[config.mk]
export PLATFORM = sky130hd
export DESIGN_NAME = im2col_cfg
export DESIGN_NICKNAME = d
export VERILOG_FILES = /design/src/rtl/core/im2col_patch_extractor_unit_assert.svh /design/src/rtl/core/im2col_pkg.sv /design/src/rtl/core/im2col_cfg.sv
export SDC_FILE = /design/constraint.sdc
export NUM_CORES = 1
export LEC_CHECK = 0
export ABC_AREA = 1
export BUFFER_PORTS_ARGS = -buffer_cell sky130_fd_sc_hd__buf_2
export CAP_MARGIN = 10
export CORE_MARGIN = 5
export CORE_UTILIZATION = 45
export CTS_CLUSTER_DIAMETER = 120
export DETAILED_ROUTE_END_ITERATION = 8
export GPL_TIMING_DRIVEN = 0
export PLACE_DENSITY_LB_ADDON = 0.1
export RECOVER_POWER = 25
export SETUP_SLACK_MARGIN = 0.02
export SYNTH_ARGS = -nofsm -noshare
export SYNTH_HDL_FRONTEND = slang
export SYNTH_SLANG_ARGS = --single-unit
[constraint.sdc]
create_clock -name clk -period 2.7 [get_ports clk]
set_input_delay 0.27 -clock clk [delete_from_list [all_inputs] [get_ports clk]]
set_output_delay 0.27 -clock clk [all_outputs]
set_load 0.01 [all_outputs]
[src/rtl/core/im2col_patch_extractor_unit_assert.svh]
// Assertion macros used by the im2col controller.
// Each macro expects signals named clk and rst in the scope where it is used.
`ifndef IM2COL_PATCH_EXTRACTOR_UNIT_ASSERT_SVH
`define IM2COL_PATCH_EXTRACTOR_UNIT_ASSERT_SVH

// Same-cycle implication
`define IM2COL_ASSERT_NOW(label, ante, cons, msg) \
  label: assert property (@(posedge clk) disable iff (rst) (ante) |-> (cons)) \
    else $error(msg);

// Next-cycle implication
`define IM2COL_ASSERT_NEXT(label, ante, cons, msg) \
  label: assert property (@(posedge clk) disable iff (rst) (ante) |=> (cons)) \
    else $error(msg);

`endif

[src/rtl/core/im2col_pkg.sv]
`default_nettype none

package im2col_pkg;

  // Input transaction
  typedef struct packed {
    logic        op;
    logic [3:0]  channel;
    logic [4:0]  pixel_row;
    logic [4:0]  pixel_col;
    logic [31:0] pixel_value;
    logic [2:0]  kernel_row;
    logic [2:0]  kernel_col;
    logic [5:0]  out_row;
  } item_t;

  // Result transaction
  typedef struct packed {
    logic [31:0] value;
    logic [5:0]  out_col;
    logic        last;
  } result_t;

  // Configuration register contents
  typedef struct packed {
    logic [5:0] image_height;
    logic [5:0] image_width;
    logic [4:0] channel_count;
    logic [2:0] kernel_height;
    logic [2:0] kernel_width;
    logic [1:0] pad_height;
    logic [1:0] pad_width;
  } cfg_t;

  // Operation codes
  localparam logic OP_WRITE = 1'b0;
  localparam logic OP_EMIT  = 1'b1;

  // Register indexes
  localparam logic [2:0] REG_IMAGE_HEIGHT  = 3'd0;
  localparam logic [2:0] REG_IMAGE_WIDTH   = 3'd1;
  localparam logic [2:0] REG_CHANNEL_COUNT = 3'd2;
  localparam logic [2:0] REG_KERNEL_HEIGHT = 3'd3;
  localparam logic [2:0] REG_KERNEL_WIDTH  = 3'd4;
  localparam logic [2:0] REG_PAD_HEIGHT    = 3'd5;
  localparam logic [2:0] REG_PAD_WIDTH     = 3'd6;

  // Register reset values
  localparam cfg_t CFG_RESET = '{
    image_height:  6'd32,
    image_width:   6'd32,
    channel_count: 5'd1,
    kernel_height: 3'd3,
    kernel_width:  3'd3,
    pad_height:    2'd1,
    pad_width:     2'd1
  };

  // Controller states
  typedef enum logic [1:0] {
    ST_IDLE,
    ST_DECODE,
    ST_RUN
  } state_t;

  // Controller to datapath commands
  typedef struct packed {
    logic load;
    logic col_clear;
    logic wr_en;
    logic rd_en;
  } ctrl_cmd_t;

  // Datapath to controller status
  typedef struct packed {
    logic is_write;
    logic write_ok;
    logic emit_ok;
    logic col_last;
  } dp_status_t;

endpackage

`default_nettype wire

[src/rtl/core/im2col_cfg.sv]
`default_nettype none

module im2col_cfg
  import im2col_pkg::*;
(
  input  wire logic        clk,
  input  wire logic        rst,
  input  wire logic        psel,
  input  wire logic        penable,
  input  wire logic        pwrite,
  input  wire logic [4:0]  paddr,
  input  wire logic [31:0] pwdata,
  output logic      [31:0] prdata,
  output logic             pready,
  output cfg_t             cfg
);

  logic [2:0] reg_index;
  logic       wr_strobe;

  assign pready    = 1'b1;
  assign reg_index = paddr[4:2];
  assign wr_strobe = psel && penable && pwrite;

  // Register write on the access phase
  always_ff @(posedge clk) begin
    if (rst) begin
      cfg <= CFG_RESET;
    end else if (wr_strobe) begin
      case (reg_index)
        REG_IMAGE_HEIGHT:  cfg.image_height  <= pwdata[5:0];
        REG_IMAGE_WIDTH:   cfg.image_width   <= pwdata[5:0];
        REG_CHANNEL_COUNT: cfg.channel_count <= pwdata[4:0];
        REG_KERNEL_HEIGHT: cfg.kernel_height <= pwdata[2:0];
        REG_KERNEL_WIDTH:  cfg.kernel_width  <= pwdata[2:0];
        REG_PAD_HEIGHT:    cfg.pad_height    <= pwdata[1:0];
        REG_PAD_WIDTH:     cfg.pad_width     <= pwdata[1:0];
        default: ;
      endcase
    end
  end

  // Read back
  always_comb begin
    case (reg_index)
      REG_IMAGE_HEIGHT:  prdata = {26'd0, cfg.image_height};
      REG_IMAGE_WIDTH:   prdata = {26'd0, cfg.image_width};
      REG_CHANNEL_COUNT: prdata = {27'd0, cfg.channel_count};
      REG_KERNEL_HEIGHT: prdata = {29'd0, cfg.kernel_height};
      REG_KERNEL_WIDTH:  prdata = {29'd0, cfg.kernel_width};
      REG_PAD_HEIGHT:    prdata = {30'd0, cfg.pad_height};
      REG_PAD_WIDTH:     prdata = {30'd0, cfg.pad_width};
      default:           prdata = 32'd0;
    endcase
  end

endmodule

`default_nettype wire

; ---- After elaboration in Yosys (flattened, before gate mapping)
; Cells that the tools add are included.
[word_totals]
reg_bits = 27
in_bits = 42
out_inout_bits = 60
elab_cells = 24
[op_classes]
n_eq_ne = 6
mux = 1
n_reduce_logical = 10
[ops]
columns = operator, n
row1 = $pmux 6 s7, 1
row2 = $reduce_and 2->1, 7
row3 = $eq 3x3->1 const B, 3
row4 = $eq 3x2->1 const B, 2
row5 = $eq 3x1->1 const B, 1
row6 = $logic_not 3->1, 1
row7 = $logic_and 1x1->1, 2

; ---- Depth between registers and ports, before layout
[logic_depth]
ltp_word = 3
ltp_mapped = 7

; ---- Least setup slack after synthesis
; OpenSTA, ideal clock, no wires.
[synth_path]
path_kind = input to output
start = in paddr[2]
end = out prdata[3]
arrival_time_ns = 1.006
required_time_ns = 2.430
slack_ns = 1.424
stages = 6
path_cell_list = buf_4 > inv_2 > nand2_1 > nor2_1 > nand2_1 > nand3_1
[synth_between]
elab_chain_len = 2
word_cells_on_any_way = 8
classes_between = eq/ne (6) / mux (1) / reduce/logical (1)
[synth_rtl]
columns = element, line_no
row1 = from (decl), im2col_cfg.sv:11  ; input wire logic [4:0] paddr,
row2 = $eq 3x3->1 (tied with other cells), im2col_cfg.sv:45  ; case (reg_index)
row3 = $pmux 6 s7 (*), im2col_cfg.sv:45
row4 = to (decl), im2col_cfg.sv:13  ; output logic [31:0] prdata,
; Every way passes the cells marked *; elsewhere a longest branch is shown, timed or not.

; ---- Worst setup path in the final report
[layout_path]
start = in paddr[4]
end = out prdata[3]
; The elaborated chain is that of the path after synthesis.

==> results_dict.tcl <==
set metrics [dict create \
    finalHoldWorstSlack_ps 162 \
    grt_start_max_net_pins 15 \
    cp-end-kind "primary output" \
    wire_per_inst_um 11.5 \
    synth_area_sq_mm 0.00158 \
    rr_startpoint "cfg[25]" \
    tns_setup_ps 0 \
    clock_tree.htree_level_count 1 \
    max_flop_register "cfg" \
    slew_violations 0 \
    crit_chain "clkbuf_1, buf_2, nor2_2, nand2_1, nand3_1, buf_2" \
    grt_remaining_overflow 0 \
    hold_viol 0 \
    worstRegToRegCells 2 \
    hold_start "pwdata[5]" \
    antenna_found_initial 0 \
    die-width_um 69.2 \
    critical_path_class "in2out" \
    number_of_primary_i_o_pins 102 \
    cts_tree "done" \
    die-area_sq_mm 0.00479 \
    placement_rows 21 \
    register_bit_total_from_synthesis 27 \
    ctsLongestPathBuffers 2 \
    critical_path_required_ps 2430 \
    die_height_um 69.2 \
    worst_path_max_delay_cell "sky130_fd_sc_hd__nor2_2" \
    status "finished clean" \
    powerDensity_mw_per_mm2 374 \
    drt_iter0_drc 129 \
    max_freq_ghz 0.613 \
    post-cts-setup-buffer-count 0 \
    worst-path-buf-inv 3 \
    period_needed_ps 1630 \
    clock_latency_ps 320 \
    post_cts_hold_buffer_count 0 \
    largest_register_ffs 27 \
    synth.largest_area_cell "sky130_fd_sc_hd__dfxtp_1" \
    grt.total_usage_pct 18.0 \
    setup_ws_final_ps 1070 \
    fillCellCount 369 \
    layout-drive-gt1-share_pct 25.8 \
    finalWirelength_mm 4.23 \
    first_pass_iters 4 \
    yosys.area.top_type_share_pct 34.3 \
    tightest_slew_ps 541 \
    route.antenna.remaining_nets 0 \
    dp_slack_ps 1110 \
    finish.net_count 365 \
    area_growth_syn_to_layout_pct 24.8 \
    ys_warn_count 0 \
    cts_sinks 27 \
    hp-class "in2reg" \
    grt_pass1_wl_mm 7.29 \
    vias 1683 \
    cts.repair.resized 0 \
    number_of_global_route_vias_before_repair 1592 \
    maximum_fanout_count_along_the_critical_path 10 \
    arrival_ps 1360 \
    drv.max_cap_violation_count 0 \
    ff2ff_setup_slack_ps 2080 \
    worst_skew_ps 0 \
    hold-path-endpoint "cfg[20]" \
    syn_area_per_cell_sq_um 6.36 \
    ir_worst_vdd_mv 0.214 \
    place_congestion 0.853 \
    top_area_cells_in_the_synthesized_netlist "sky130_fd_sc_hd__dfxtp_1, sky130_fd_sc_hd__nand2_1, sky130_fd_sc_hd__buf_4, sky130_fd_sc_hd__nand3_1, sky130_fd_sc_hd__nor2_1" \
    viasPerCell 4.57 \
    rsz0062_at_grt "false" \
    core_region_area_sq_mm 0.00336 \
    post_synth_inst_count 248 \
    critPathMostFrequentCell "sky130_fd_sc_hd__buf_2" \
    hold_depth 3 \
    leading_registers_by_flop_count "cfg x27" \
    r2r_end "cfg[25]" \
    dp.final_hpwl_mm 3.30 \
    final_min_period_over_clock_period_pct 60.4 \
    setup_violations 0 \
    worst_slew_margin_rel_pct 64.0 \
    cts_root_buf "sky130_fd_sc_hd__clkbuf_4" \
    start_kind "input port" \
    yosys.cell_types.count 15 \
    critical-path-top-delay-family "simple AND/OR/NAND/NOR gates" \
    drcViolationCount 0 \
    io_buffer_count 45 \
    max_incr_delay_on_cp_ps 370 \
    antennaDiodeCount 0 \
    number_of_buffers_added_by_the_clock_tree_synthesis_step 3 \
    synth-seq-area-share_pct 34.3 \
    power.static_leakage_uw 0.00104 \
    cts.clk_slew.worst_paths_ps 150 \
    start_util_pct 46.9 \
]
==> worst reg2reg max path, stage by stage (launching register included) <==
cell and delay, ps:
sky130_fd_sc_hd__dfxtp_1 400, sky130_fd_sc_hd__nor2_1 60, sky130_fd_sc_hd__nor2_1 110
==> cells in the final DEF (no fill, tap or decap), drive strengths merged <==
master  count
nand2      65
clkinv      2
clkbuf      9
o21ai       5
conb       27
dfxtp      27
nor2       56
nand4       8
nand3      38
inv        10
buf        75
==> cells by family (layout without fill, tap and decap cells) <==
group	after synthesis	in the layout	synth area share (%)
flops	27	27	34.3
buf+inv	47	96	18.4
compound gates	5	5	1.59
other cells	2	27	0.476
simple gates	167	167	45.3
==> per-stage QoR <==
stage | instance area [sq um] | std cells | util (%) | power, uW
after global placement | 1950 | 364 | 58.1 | 562
after CTS | 1980 | 368 | 58.9 | 739
after global routing | 1970 | 368 | 58.6 | 775
after detailed placement | 1950 | 364 | 58.1 | 563
final | 1970 | 368 | 58.6 | 737
after floorplan | 1670 | 273 | - | 524
==> synthesized netlist by cell type <==
cell and number:
sky130_fd_sc_hd__nor2_1 50, sky130_fd_sc_hd__buf_2 4, sky130_fd_sc_hd__buf_4 29, sky130_fd_sc_hd__nand3_1 38, sky130_fd_sc_hd__nor2_4 1, sky130_fd_sc_hd__clkinv_1 2, sky130_fd_sc_hd__conb_1 2, sky130_fd_sc_hd__dfxtp_1 27
sky130_fd_sc_hd__nand2_1 65, sky130_fd_sc_hd__o21ai_0 5, sky130_fd_sc_hd__clkbuf_1 2, sky130_fd_sc_hd__nor2_2 5, sky130_fd_sc_hd__inv_1 8, sky130_fd_sc_hd__nand4_1 8, sky130_fd_sc_hd__inv_2 2
==> per-layer routing <==
layer	part of all wire, %	vias up	routed length [um]	track usage [%]
li1	-	884	-	-
met1	45	736	1890	23.8
met2	47	61	1990	30.1
met3	7.7	2	327	4.20
met4	0.54	0	23	3.47
met5	0	-	0	0
==> final cells by class <==
type / instances / area, sq um / area share (%)
sequential: 27 / 541 / 27.4
tap: 46 / 57.6 / 2.92
multi-input combinational: 199 / 833 / 42.3
buffer: 35 / 243 / 12.3
inverter: 12 / 45.0 / 2.29
timing repair buffer: 45 / 224 / 11.4
clock buffer: 4 / 26.3 / 1.33
==> power breakdown <==
group          internal, uW  total (uW)  switching [uW]
registers               404         408            3.89
logic                  57.4         147            89.6
clock network          57.9         183             125
==> worst max-delay path by stage <==
stage	from	end	slack, ps	cells past startpoint
after floorplan	paddr[2]	prdata[3]	1420	6
after global placement	paddr[4]	prdata[3]	1130	6
after detailed placement	paddr[4]	prdata[3]	1110	6
after CTS	paddr[4]	prdata[3]	1100	6
after global routing	paddr[4]	prdata[1]	930	8
final	paddr[4]	prdata[3]	1070	6
Power figures use the tool's default switching activity.
