===== src/rtl/core/im2col_patch_extractor_unit_assert.svh =====
// Assertion macros used by the im2col controller.
// Each macro expects signals named clk and rst in the scope where it is used.
`ifndef IM2COL_PATCH_EXTRACTOR_UNIT_ASSERT_SVH
`define IM2COL_PATCH_EXTRACTOR_UNIT_ASSERT_SVH

// Same-cycle implication
`define IM2COL_ASSERT_NOW(label, ante, cons, msg) \
  label: assert property (@(posedge clk) disable iff (rst) (ante) |-> (cons)) \
    else $error(msg);

// Next-cycle implication
`define IM2COL_ASSERT_NEXT(label, ante, cons, msg) \
  label: assert property (@(posedge clk) disable iff (rst) (ante) |=> (cons)) \
    else $error(msg);

`endif


===== src/rtl/core/im2col_pkg.sv =====
`default_nettype none

package im2col_pkg;

  // Input transaction
  typedef struct packed {
    logic        op;
    logic [3:0]  channel;
    logic [4:0]  pixel_row;
    logic [4:0]  pixel_col;
    logic [31:0] pixel_value;
    logic [2:0]  kernel_row;
    logic [2:0]  kernel_col;
    logic [5:0]  out_row;
  } item_t;

  // Result transaction
  typedef struct packed {
    logic [31:0] value;
    logic [5:0]  out_col;
    logic        last;
  } result_t;

  // Configuration register contents
  typedef struct packed {
    logic [5:0] image_height;
    logic [5:0] image_width;
    logic [4:0] channel_count;
    logic [2:0] kernel_height;
    logic [2:0] kernel_width;
    logic [1:0] pad_height;
    logic [1:0] pad_width;
  } cfg_t;

  // Operation codes
  localparam logic OP_WRITE = 1'b0;
  localparam logic OP_EMIT  = 1'b1;

  // Register indexes
  localparam logic [2:0] REG_IMAGE_HEIGHT  = 3'd0;
  localparam logic [2:0] REG_IMAGE_WIDTH   = 3'd1;
  localparam logic [2:0] REG_CHANNEL_COUNT = 3'd2;
  localparam logic [2:0] REG_KERNEL_HEIGHT = 3'd3;
  localparam logic [2:0] REG_KERNEL_WIDTH  = 3'd4;
  localparam logic [2:0] REG_PAD_HEIGHT    = 3'd5;
  localparam logic [2:0] REG_PAD_WIDTH     = 3'd6;

  // Register reset values
  localparam cfg_t CFG_RESET = '{
    image_height:  6'd32,
    image_width:   6'd32,
    channel_count: 5'd1,
    kernel_height: 3'd3,
    kernel_width:  3'd3,
    pad_height:    2'd1,
    pad_width:     2'd1
  };

  // Controller states
  typedef enum logic [1:0] {
    ST_IDLE,
    ST_DECODE,
    ST_RUN
  } state_t;

  // Controller to datapath commands
  typedef struct packed {
    logic load;
    logic col_clear;
    logic wr_en;
    logic rd_en;
  } ctrl_cmd_t;

  // Datapath to controller status
  typedef struct packed {
    logic is_write;
    logic write_ok;
    logic emit_ok;
    logic col_last;
  } dp_status_t;

endpackage

`default_nettype wire


===== src/rtl/core/im2col_ctrl.sv =====
`default_nettype none

`include "im2col_patch_extractor_unit_assert.svh"

module im2col_ctrl
  import im2col_pkg::*;
(
  input  wire logic       clk,
  input  wire logic       rst,
  input  wire logic       start,
  output logic            busy,
  input  wire dp_status_t status,
  output ctrl_cmd_t       cmd
);

  state_t state;
  state_t state_next;

  // State register
  always_ff @(posedge clk) begin
    if (rst) begin
      state <= ST_IDLE;
    end else begin
      state <= state_next;
    end
  end

  // Next state and commands
  always_comb begin
    state_next    = state;
    cmd           = '0;
    busy          = 1'b1;
    case (state)
      ST_IDLE: begin
        busy = 1'b0;
        if (start) begin
          cmd.load      = 1'b1;
          cmd.col_clear = 1'b1;
          state_next    = ST_DECODE;
        end
      end
      ST_DECODE: begin
        // Store an in-range pixel, or start streaming an in-range row
        cmd.wr_en = status.is_write && status.write_ok;
        if (!status.is_write && status.emit_ok) begin
          state_next = ST_RUN;
        end else begin
          state_next = ST_IDLE;
        end
      end
      ST_RUN: begin
        cmd.rd_en = 1'b1;
        if (status.col_last) begin
          state_next = ST_IDLE;
        end
      end
      default: begin
        state_next = ST_IDLE;
      end
    endcase
  end

  `IM2COL_ASSERT_NEXT(a_accept_decodes, start && !busy, state == ST_DECODE,
                      "accepted transaction did not enter decode")
  `IM2COL_ASSERT_NOW(a_run_reads_only, state == ST_RUN, cmd.rd_en && !cmd.wr_en,
                     "store written while streaming a row")
  `IM2COL_ASSERT_NEXT(a_last_ends_run, state == ST_RUN && status.col_last,
                      state == ST_IDLE && !busy, "row did not end after its last column")

endmodule

`default_nettype wire


===== config.mk =====
export PLATFORM = sky130hd
export DESIGN_NAME = im2col_ctrl
export DESIGN_NICKNAME = d
export VERILOG_FILES = /design/src/rtl/core/im2col_pkg.sv /design/src/rtl/core/im2col_ctrl.sv
export VERILOG_INCLUDE_DIRS = /design/src /design/src/rtl/core
export SDC_FILE = /design/constraint.sdc
export NUM_CORES = 1
export LEC_CHECK = 0
export BUFFER_PORTS_ARGS = -buffer_cell sky130_fd_sc_hd__buf_4
export CELL_PAD_IN_SITES_DETAIL_PLACEMENT = 0
export CELL_PAD_IN_SITES_GLOBAL_PLACEMENT = 1
export CORE_AREA = 4 4 41 43
export CTS_CLUSTER_DIAMETER = 60
export DETAILED_ROUTE_END_ITERATION = 16
export DIE_AREA = 0 0 45 47
export PLACE_DENSITY_LB_ADDON = 0.1
export SYNTH_ARGS = -nofsm -noshare
export SYNTH_HDL_FRONTEND = slang
export SYNTH_SLANG_ARGS = --single-unit
export TNS_END_PERCENT = 10

===== constraint.sdc =====
create_clock -name clk -period 1.8 [get_ports clk]
set_clock_uncertainty 0.1 [all_clocks]
set_input_delay 0.09 -clock clk [delete_from_list [all_inputs] [get_ports clk]]
set_output_delay 0.09 -clock clk [all_outputs]
set_load 0.01 [all_outputs]

-- Word-level counts from Yosys, hierarchy flattened
Cells that the tools add are included.
- word-level logic and storage cells: 19
- bits of input ports: 7
- register bits: 2
- output and inout bits: 5
- mux-type cells: 9
- reduce and logical (&&, ||, !) cells: 5
- equality and inequality tests: 4
- operators by type and width (cell ; number):
    $mux 2 ; 5
    $pmux 2 s3 ; 1
    $ne 2x2->1 const B ; 2
    $mux 1 ; 3
    $eq 2x1->1 const B ; 1
    $eq 2x2->1 const B ; 1
    $logic_and 1x1->1 ; 2
    $logic_not 2->1 ; 1
    $reduce_and 2->1 ; 1
    $logic_not 1->1 ; 1

-- Logic depth before layout (Yosys ltp)
Gate-level depths: netlist (run 1).
- depth in word-level cells: 4
- depth in mapped cells: 2
- gate-level depth less buffers: 2

-- Worst setup path after synthesis (run 1)
OpenSTA, ideal clock, no wires.
- path kind: flip-flop to output port
- start point: reg state[0]
- end point: out cmd[3] in the netlist's numbering
- path buffers: 1
- data required time: 1.610 ns
- data arrival time: 0.948 ns
- cell stages (with the launch flop): 3
- path slack: 0.662 ns
- cells stage by stage: dfxtp_1 nor3b_1 buf_4
- RTL lines (element ; RTL line ; source):
    from (decl) ; im2col_ctrl.sv:16 ; state_t state;
    from (signal assigned) ; im2col_ctrl.sv:24 ; state <= state_next;
    to (decl) ; im2col_ctrl.sv:13 ; output ctrl_cmd_t cmd

==> results.yml, run 1 <==
placed_design:
  dpl_worst_slack_ns: 0.742
  io_buffers: 11
  dpl_cell_area_um2: 204
  place.gp.congestion: 0.654
worst_setup_path:
  r2r-start: "state[1]"
  r2r-end: "state[1]"
  cp_slowest_cell: "dfxtp_1"
  crit_arrival_ns: 1.07
  startpoint_type: "flip-flop"
  cp.required_ns: 1.61
  crit_cells: 2
  critPathBufInv: 1
  worstPathMaxFanout: 6
  cp_top_family: "flip-flops"
  rr_worst_depth: 2
  endpoint_kind: "output pin"
  critPathMaxStageDelay_ns: 0.34
  r2r_setup_slack_ns: 0.78
  critPathKind: "flip-flop to output pin"
  path_cells: "nor3b_1, buf_4"
synth:
  yosys.cell_types.count: 9
  syn_avg_cell_area_um2: 10.0
  synth_nets: 18
  synthArstFlopShare_pct: 0
  yosys.area.top_type: "dfxtp_1"
  ys_warn_count: 0
  synth-seq-cells: 2
  synthFlopType: "dfxtp_1"
  yosysSeqAreaShare_pct: 36.4
  synthCells: 11
  yosysTopAreaCellShare_pct: 36.4
  synth_commonest_cells: "dfxtp_1, nor2b_1"
  synth_edf_count: 0
  synth_area_leaders: "dfxtp_1, nor2b_1, and4b_2, nand4bb_1, or3b_1"
  netlist_area_um2: 110
global_routing:
  grt_overflow: 0
  grt_pass1_wl_um: 593
  grt_pass1_vias: 152
  antenna_found_initial: 0
  grt_max_degree: 7
  gr-usage-all-layers_pct: 4.81
sta:
  period_share_pct: 70.3
  max_freq_mhz: 791
  rsz0062_at_grt: "false"
  tightest_slew_ns: 0.320
  drv_slew: 0
  finalSetupViolCount: 0
  setup_ws_ns: 0.535
  fin_worst_hold_slack_ns: 0.0235
  slew_headroom_pct: 78.6
  fin_crit_ns: 1.26
  fin_tns_setup_ns: 0
  finalHoldViolations: 0
final_layout:
  syn2layout_area_growth_pct: 115
  drive_above_1_share_pct: 64.0
  largest_reg_flops: 2
  multi_input_area_um2: 62.6
  fillers: 157
  reg_top3: "state: 2 flops"
  diodes: 0
  design_area_um2: 236
  largest-register: "state"
  fin_nets: 34
  regArea_um2: 40.0
clocking:
  clock_sinks: 2
  cts.clk_slew.worst_paths_ns: 0.03
  cts_resized: 0
  cts_tree: "yes"
  clock_latency_ns: 0.22
  cts_root_buffer: "clkbuf_4"
  clockBufferDepth: 2
  cts_buffers: 3
  htree_levels: 1
pwr:
  share_comb_of_total_power_pct: 17.3
  p_sw_uw: 36.4
  p_per_area_nw_per_um2: 749
  p_int_uw: 141
  p_leak_uw: 0.000111
  p_clk_share_pct: 55.0
  seqPwrFrac_pct: 27.6
  ir_worst_vdd_v: 0.000269
  switching_share_pct: 20.5
die:
  rows: 13
  coreArea_um2: 1300
  initial_core_util_pct: 8.46
  dieArea_um2: 2120
  die_x_um: 45
  die_h_um: 47
  io_pins: 12
drt:
  first_pass_iters: 2
  antenna_left: 0
  drt-total-wl_um: 381
  drt_iter0_markers: 1
  vias: 140
  drc_errors: 0
  avgViaCountPerCell: 3.50
  post_drt_wl_per_cell_um: 9.53
worst_hold_path:
  hold_depth: 3
  min_from: "status[0]"
  worst_hold_path_type: "primary input to flip-flop"
  min_to: "state[1]"
flow_run:
  drv_cap: 0
status:
  outcome: "finished, final reports clean"
==> routing by layer <==
| layer | GRT usage [%] | share of wire [%] | up-vias |
|---|---|---|---|
| met5 | 0 | 0 | - |
| met4 | 10.5 | 6.3 | 0 |
| met3 | 2.30 | 18 | 4 |
| met2 | 6.21 | 41 | 10 |
| met1 | 3.39 | 35 | 59 |
| li1 | - | - | 67 |
==> cell type report <==
type                    instances  area share, %
repair buffers                 12           39.2
multi-input cells               8           26.5
flip-flops and latches          2           16.9
clock buffers                   3           9.52
well taps                      15           7.94
==> through the flow <==
| stage | cells | utilization [%] | total power, uW |
|---|---|---|---|
| 5_1_grt | 40 | 18.2 | 190 |
| 6_report | 40 | 18.2 | 177 |
| 2_1_floorplan | 11 | - | 60.8 |
| 3_5_place_dp | 36 | 15.7 | 79.1 |
| 4_1_cts | 40 | 18.2 | 186 |
| 3_3_place_gp | 36 | 15.7 | 79.1 |
==> worst max-delay path by stage <==
stage	start	end	slack (ns)
2_1_floorplan	state[0]	cmd[3]	0.66
3_3_place_gp	state[0]	cmd[3]	0.76
3_5_place_dp	state[0]	cmd[3]	0.74
4_1_cts	state[0]	cmd[3]	0.49
5_1_grt	state[0]	cmd[2]	0.42
6_report	state[0]	cmd[2]	0.54
==> cells by family (layout without fill, tap and decap cells) <==
| kind of cell | Yosys count | after routing | synth area share [%] |
|---|---|---|---|
| flops | 2 | 2 | 36.4 |
| compound gates | 1 | 1 | 4.54 |
| buf+inv | 1 | 15 | 6.82 |
| simple gates | 7 | 7 | 52.3 |
==> cell usage in the layout, fill, tap and decap left out, drive strengths merged <==
master        n
buf          11
clkbuf        3
nor2b         2
dfxtp         2
or2           1
and4b         1
nor3b         1
or3b          1
nand4bb       1
a21oi         1
dlygate4sd3   1
==> worst reg2reg max path: stages (launching register included) <==
cell and delay [ns]:
dfxtp_1 0.38, or3b_1 0.36, a21oi_1 0.12
==> timing repair <==
item,CTS,global route
hold buffers,1,0
hold endpoints to repair,2,0
setup buffers,0,0
==> power groups by stage <==
stage / sequential, uW / clock [uW] / combinational (uW)
after global placement: 49.8 / 0 / 29.3
after floorplan: 48.7 / 0 / 12.1
after detailed placement: 49.7 / 0 / 29.4
after global routing: 49.7 / 108 / 32.8
final: 49.0 / 97.5 / 30.7
after CTS: 49.1 / 106 / 31.2
No activity file was read; power rests on OpenSTA's default activity.
==> run 2: changes to the inputs <==
==> constraint.sdc (replaced) <==
create_clock -name clk -period 1.1 [get_ports clk]
set_clock_uncertainty 0.1 [all_clocks]
set_input_delay 0.055 -clock clk [delete_from_list [all_inputs] [get_ports clk]]
set_output_delay 0.055 -clock clk [all_outputs]
set_load 0.01 [all_outputs]
==> results.yml, run 2 (synthesis gave the netlist of run 1 again) <==
drt:
  drt_iter0_markers: 0
  post_drt_wl_per_cell_um: 9.28
  antenna_left: 0
  first_pass_iters: 1
  drc_errors: 0
  drt-total-wl_um: 371
  vias: 141
  avgViaCountPerCell: 3.53
status:
  violations: "negative hold slack, negative setup slack"
  outcome: "finished, violations left"
worst_setup_path:
  r2r-start: "state[0]"
  critPathMaxStageDelay_ns: 0.35
  worstPathMaxFanout: 6
  endpoint_kind: "output pin"
  critPathKind: "flip-flop to output pin"
  startpoint_type: "flip-flop"
  path_cells: "nor3b_4, buf_4"
  crit_arrival_ns: 0.95
  r2r_setup_slack_ns: 0.07
  cp_slowest_cell: "dfxtp_4"
  setup.worst_path.start: "state[1]"
  cp.required_ns: 0.94
pwr:
  ir_worst_vdd_v: 0.000393
  p_per_area_nw_per_um2: 1120
  seqPwrFrac_pct: 26.2
  p_clk_share_pct: 54.3
  p_int_uw: 235
  share_comb_of_total_power_pct: 19.5
  switching_share_pct: 22.0
  p_leak_uw: 0.000117
  p_sw_uw: 66.4
die:
  coreArea_um2: 1300
  rows: 13
  die_h_um: 47
  die_x_um: 45
  dieArea_um2: 2120
  io_pins: 12
  initial_core_util_pct: 8.46
final_layout:
  largest_reg_flops: 2
  reg_top3: "state: 2 flops"
  multi_input_area_um2: 80.1
  drive_above_1_share_pct: 80.0
  diodes: 0
  largest-register: "state"
  fin_nets: 34
  syn2layout_area_growth_pct: 144
  regArea_um2: 47.5
  fillers: 164
  final_cell_mix: "buf_4, clkbuf_4, nor2b_1, buf_6, dfxtp_4"
  layout_commonest_cell: "buf_4"
global_routing:
  grt_overflow: 0
  grt_pass1_wl_um: 655
  gr-usage-all-layers_pct: 4.89
  grt_pass1_vias: 165
  grt_max_degree: 7
  antenna_found_initial: 0
clocking:
  cts_setup_buffers: 0
  cts_tree: "yes"
  clockBufferDepth: 2
  cts.clk_slew.worst_paths_ns: 0.03
  clock_sinks: 2
  cts_root_buffer: "clkbuf_4"
  htree_levels: 1
  clock_latency_ns: 0.23
  cts_buffers: 3
sta:
  max_freq_mhz: 902
  finalSetupViolCount: 3
  fin_worst_hold_slack_ns: -0.00668
  period_share_pct: 101
  slew_headroom_pct: 87.8
  fin_crit_ns: 1.11
  finalHoldViolations: 1
  rsz0062_at_grt: "true"
  tightest_slew_ns: 0.182
  setup_ws_ns: -0.00890
  drv_slew: 0
placed_design:
  io_buffers: 11
  place.gp.congestion: 0.586
  dpl_worst_slack_ns: 0.0586
flow_run:
  drv_cap: 0
worst_hold_path:
  worst_hold_path_type: "primary input to flip-flop"
  min_from: "status[0]"
==> run 2: stage by stage <==
step,total power [uW],instances,util (%),area [um2],setup TNS (ns)
after detailed placement,131,36,16.1,209,0
final,301,40,20.7,269,-0.0223
after CTS,312,40,20.4,265,-0.0865
after floorplan,101,11,-,115,0
after global routing,333,40,20.7,269,-0.235
after global placement,131,36,16.1,209,0
==> run 2: critical path: cells and delay by family, from the launching register on <==
kind	cells	cell delay (ns)
flops	1	0.35
simple gates	1	0.22
buf+inv	1	0.15
==> run 2: power groups by stage <==
stage	registers (uW)	clock network (uW)	logic, uW
2_1_floorplan	80.2	0	20.6
3_3_place_gp	81.5	0	49.9
3_5_place_dp	81.4	0	49.6
4_1_cts	79.0	174	59.5
5_1_grt	80.0	188	64.1
6_report	79.0	164	58.8
==> run 2: routing by layer <==
metal	share of wire, %	vias to the layer above	GRT usage, %
met5	0	-	0
met4	6.2	0	7.02
met3	13	3	3.07
met2	48	9	6.78
met1	33	61	4.08
li1	-	68	-
==> run 2: final cells by class <==
type / instances / area share, %
repair buffers: 12 / 37.2
multi-input cells: 8 / 29.8
flip-flops and latches: 2 / 17.7
clock buffers: 3 / 8.37
well taps: 15 / 6.98
==> run 2: timing repair <==
item	in CTS	in global routing
hold buffers	1	0
pin swaps	1	1
endpoints found under the hold margin	2	0
resized for setup	8	1
endpoints found under the setup margin	4	5
==> run 2: worst paths after layout <==
kind | end | cells past startpoint
worst min-delay path | state[1] | 3
worst max-delay path | cmd[2] | 2
worst max register to register | state[1] | 2
worst min register to register | state[0] | 2
==> run 3: changes to the inputs <==
--- a/config.mk
+++ b/config.mk
@@ -14,6 +14,7 @@
 export DETAILED_ROUTE_END_ITERATION = 16
 export DIE_AREA = 0 0 45 47
 export PLACE_DENSITY_LB_ADDON = 0.1
+export SKIP_CTS_REPAIR_TIMING = 1
 export SYNTH_ARGS = -nofsm -noshare
 export SYNTH_HDL_FRONTEND = slang
 export SYNTH_SLANG_ARGS = --single-unit
==> results.yml, run 3 (synthesis gave the netlist of run 1 again) <==
drt:
  wl_met1_um: 123
  drt-total-wl_um: 367
  first_pass_iters: 1
  top_layer_used: "met4"
  drc_errors: 0
  drt_iter0_markers: 0
  post_drt_wl_per_cell_um: 9.18
  wl_met3_um: 51
  avgViaCountPerCell: 3.33
  vias: 133
  wl_met2_um: 170
  antenna_left: 0
pwr:
  p_leak_uw: 0.000116
  p_per_area_nw_per_um2: 1170
  total_power_uw: 303
  ir_worst_vdd_v: 0.000392
placed_design:
  place.gp.congestion: 0.586
  placed_cells: 36
  io_buffers: 11
  dpl_worst_slack_ns: 0.0586
clocking:
  clock_sinks: 2
  clock_latency_ns: 0.23
  cts.clk_slew.worst_paths_ns: 0.03
  htree_levels: 1
  cts_tree: "yes"
  cts_root_buffer: "clkbuf_4"
  clockBufferDepth: 2
  cts_buffers: 3
die:
  die_x_um: 45
  coreArea_um2: 1300
  dieArea_um2: 2120
  initial_core_util_pct: 8.46
  io_pins: 12
  die_h_um: 47
  rows: 13
global_routing:
  gr-usage-all-layers_pct: 4.50
  grt_pass1_vias: 149
  grt_max_degree: 7
  antenna_found_initial: 0
  grt_overflow: 0
  grt_pass1_wl_um: 586
sta:
  tightest_slew_ns: 0.183
  finalHoldViolations: 1
  period_share_pct: 103
  slew_headroom_pct: 87.8
  drv_slew: 0
  max_freq_mhz: 887
  finalSetupViolCount: 3
  rsz0062_at_grt: "true"
  fin_crit_ns: 1.13
  setup_ws_ns: -0.0278
  fin_worst_hold_slack_ns: -0.0156
status:
  violations: "negative hold slack, negative setup slack"
  outcome: "finished, violations left"
worst_hold_path:
  worst_hold_path_type: "primary input to flip-flop"
worst_setup_path:
  cp.required_ns: 0.94
  endpoint_kind: "output pin"
  startpoint_type: "flip-flop"
  crit_arrival_ns: 0.97
  critPathKind: "flip-flop to output pin"
  worstPathMaxFanout: 6
final_layout:
  drive_above_1_share_pct: 76.0
  fin_nets: 34
  largest_reg_flops: 2
  post-route-util_pct: 19.9
  final_cell_mix: "buf_4, clkbuf_4, nor2b_1"
  syn2layout_area_growth_pct: 135
  fillers: 162
  largest-register: "state"
  stdcell_count: 40
  reg_top3: "state: 2 flops"
  diodes: 0
  layout_commonest_cell: "buf_4"
flow_run:
  drv_cap: 0
run 3: worst paths after layout:
kind | start | end | slack [ns] | cells after the start
worst max-delay path | state[1] | cmd[1] | -0.03 | 2
worst min-delay path | status[0] | state[1] | -0.02 | 3
worst max register to register | state[1] | state[1] | 0.07 | 2
worst min register to register | state[0] | state[1] | 0.45 | 2
run 3: metal layers:
metal,global-route usage (%),up-vias
met1,3.85,54
met2,5.65,9
li1,-,67
met4,7.02,0
met5,0,-
met3,3.07,3
run 3: cell type report:
class	instances	area [um2]	share of cell area [%]
clock buffers	3	22.5	8.70
multi-input cells	8	76.3	29.5
flip-flops and latches	2	45.0	17.4
well taps	15	18.8	7.25
repair buffers	12	96.3	37.2
run 3: report_power, final:
part,leakage [uW],internal [uW],switching [uW],total [uW]
clock,0.0000138,120,43.8,164
combinational,0.0000850,40.2,17.0,57.2
sequential,0.0000175,75.6,5.51,81.1
total,0.000116,236,66.3,303
run 3: stage by stage:
step,hold slack [ns],cell area (um2),TNS (ns)
2_1_floorplan,0.0241,115,0
6_report,-0.0156,259,-0.0346
5_1_grt,-0.00176,259,-0.258
3_5_place_dp,0.130,209,0
4_1_cts,-0.110,231,-0.285
3_3_place_gp,0.130,209,0
run 3: critical path, cell delays in order, from the launching register on:
cell	delay [ns]
dfxtp_2	0.37
and4b_2	0.24
buf_4	0.14
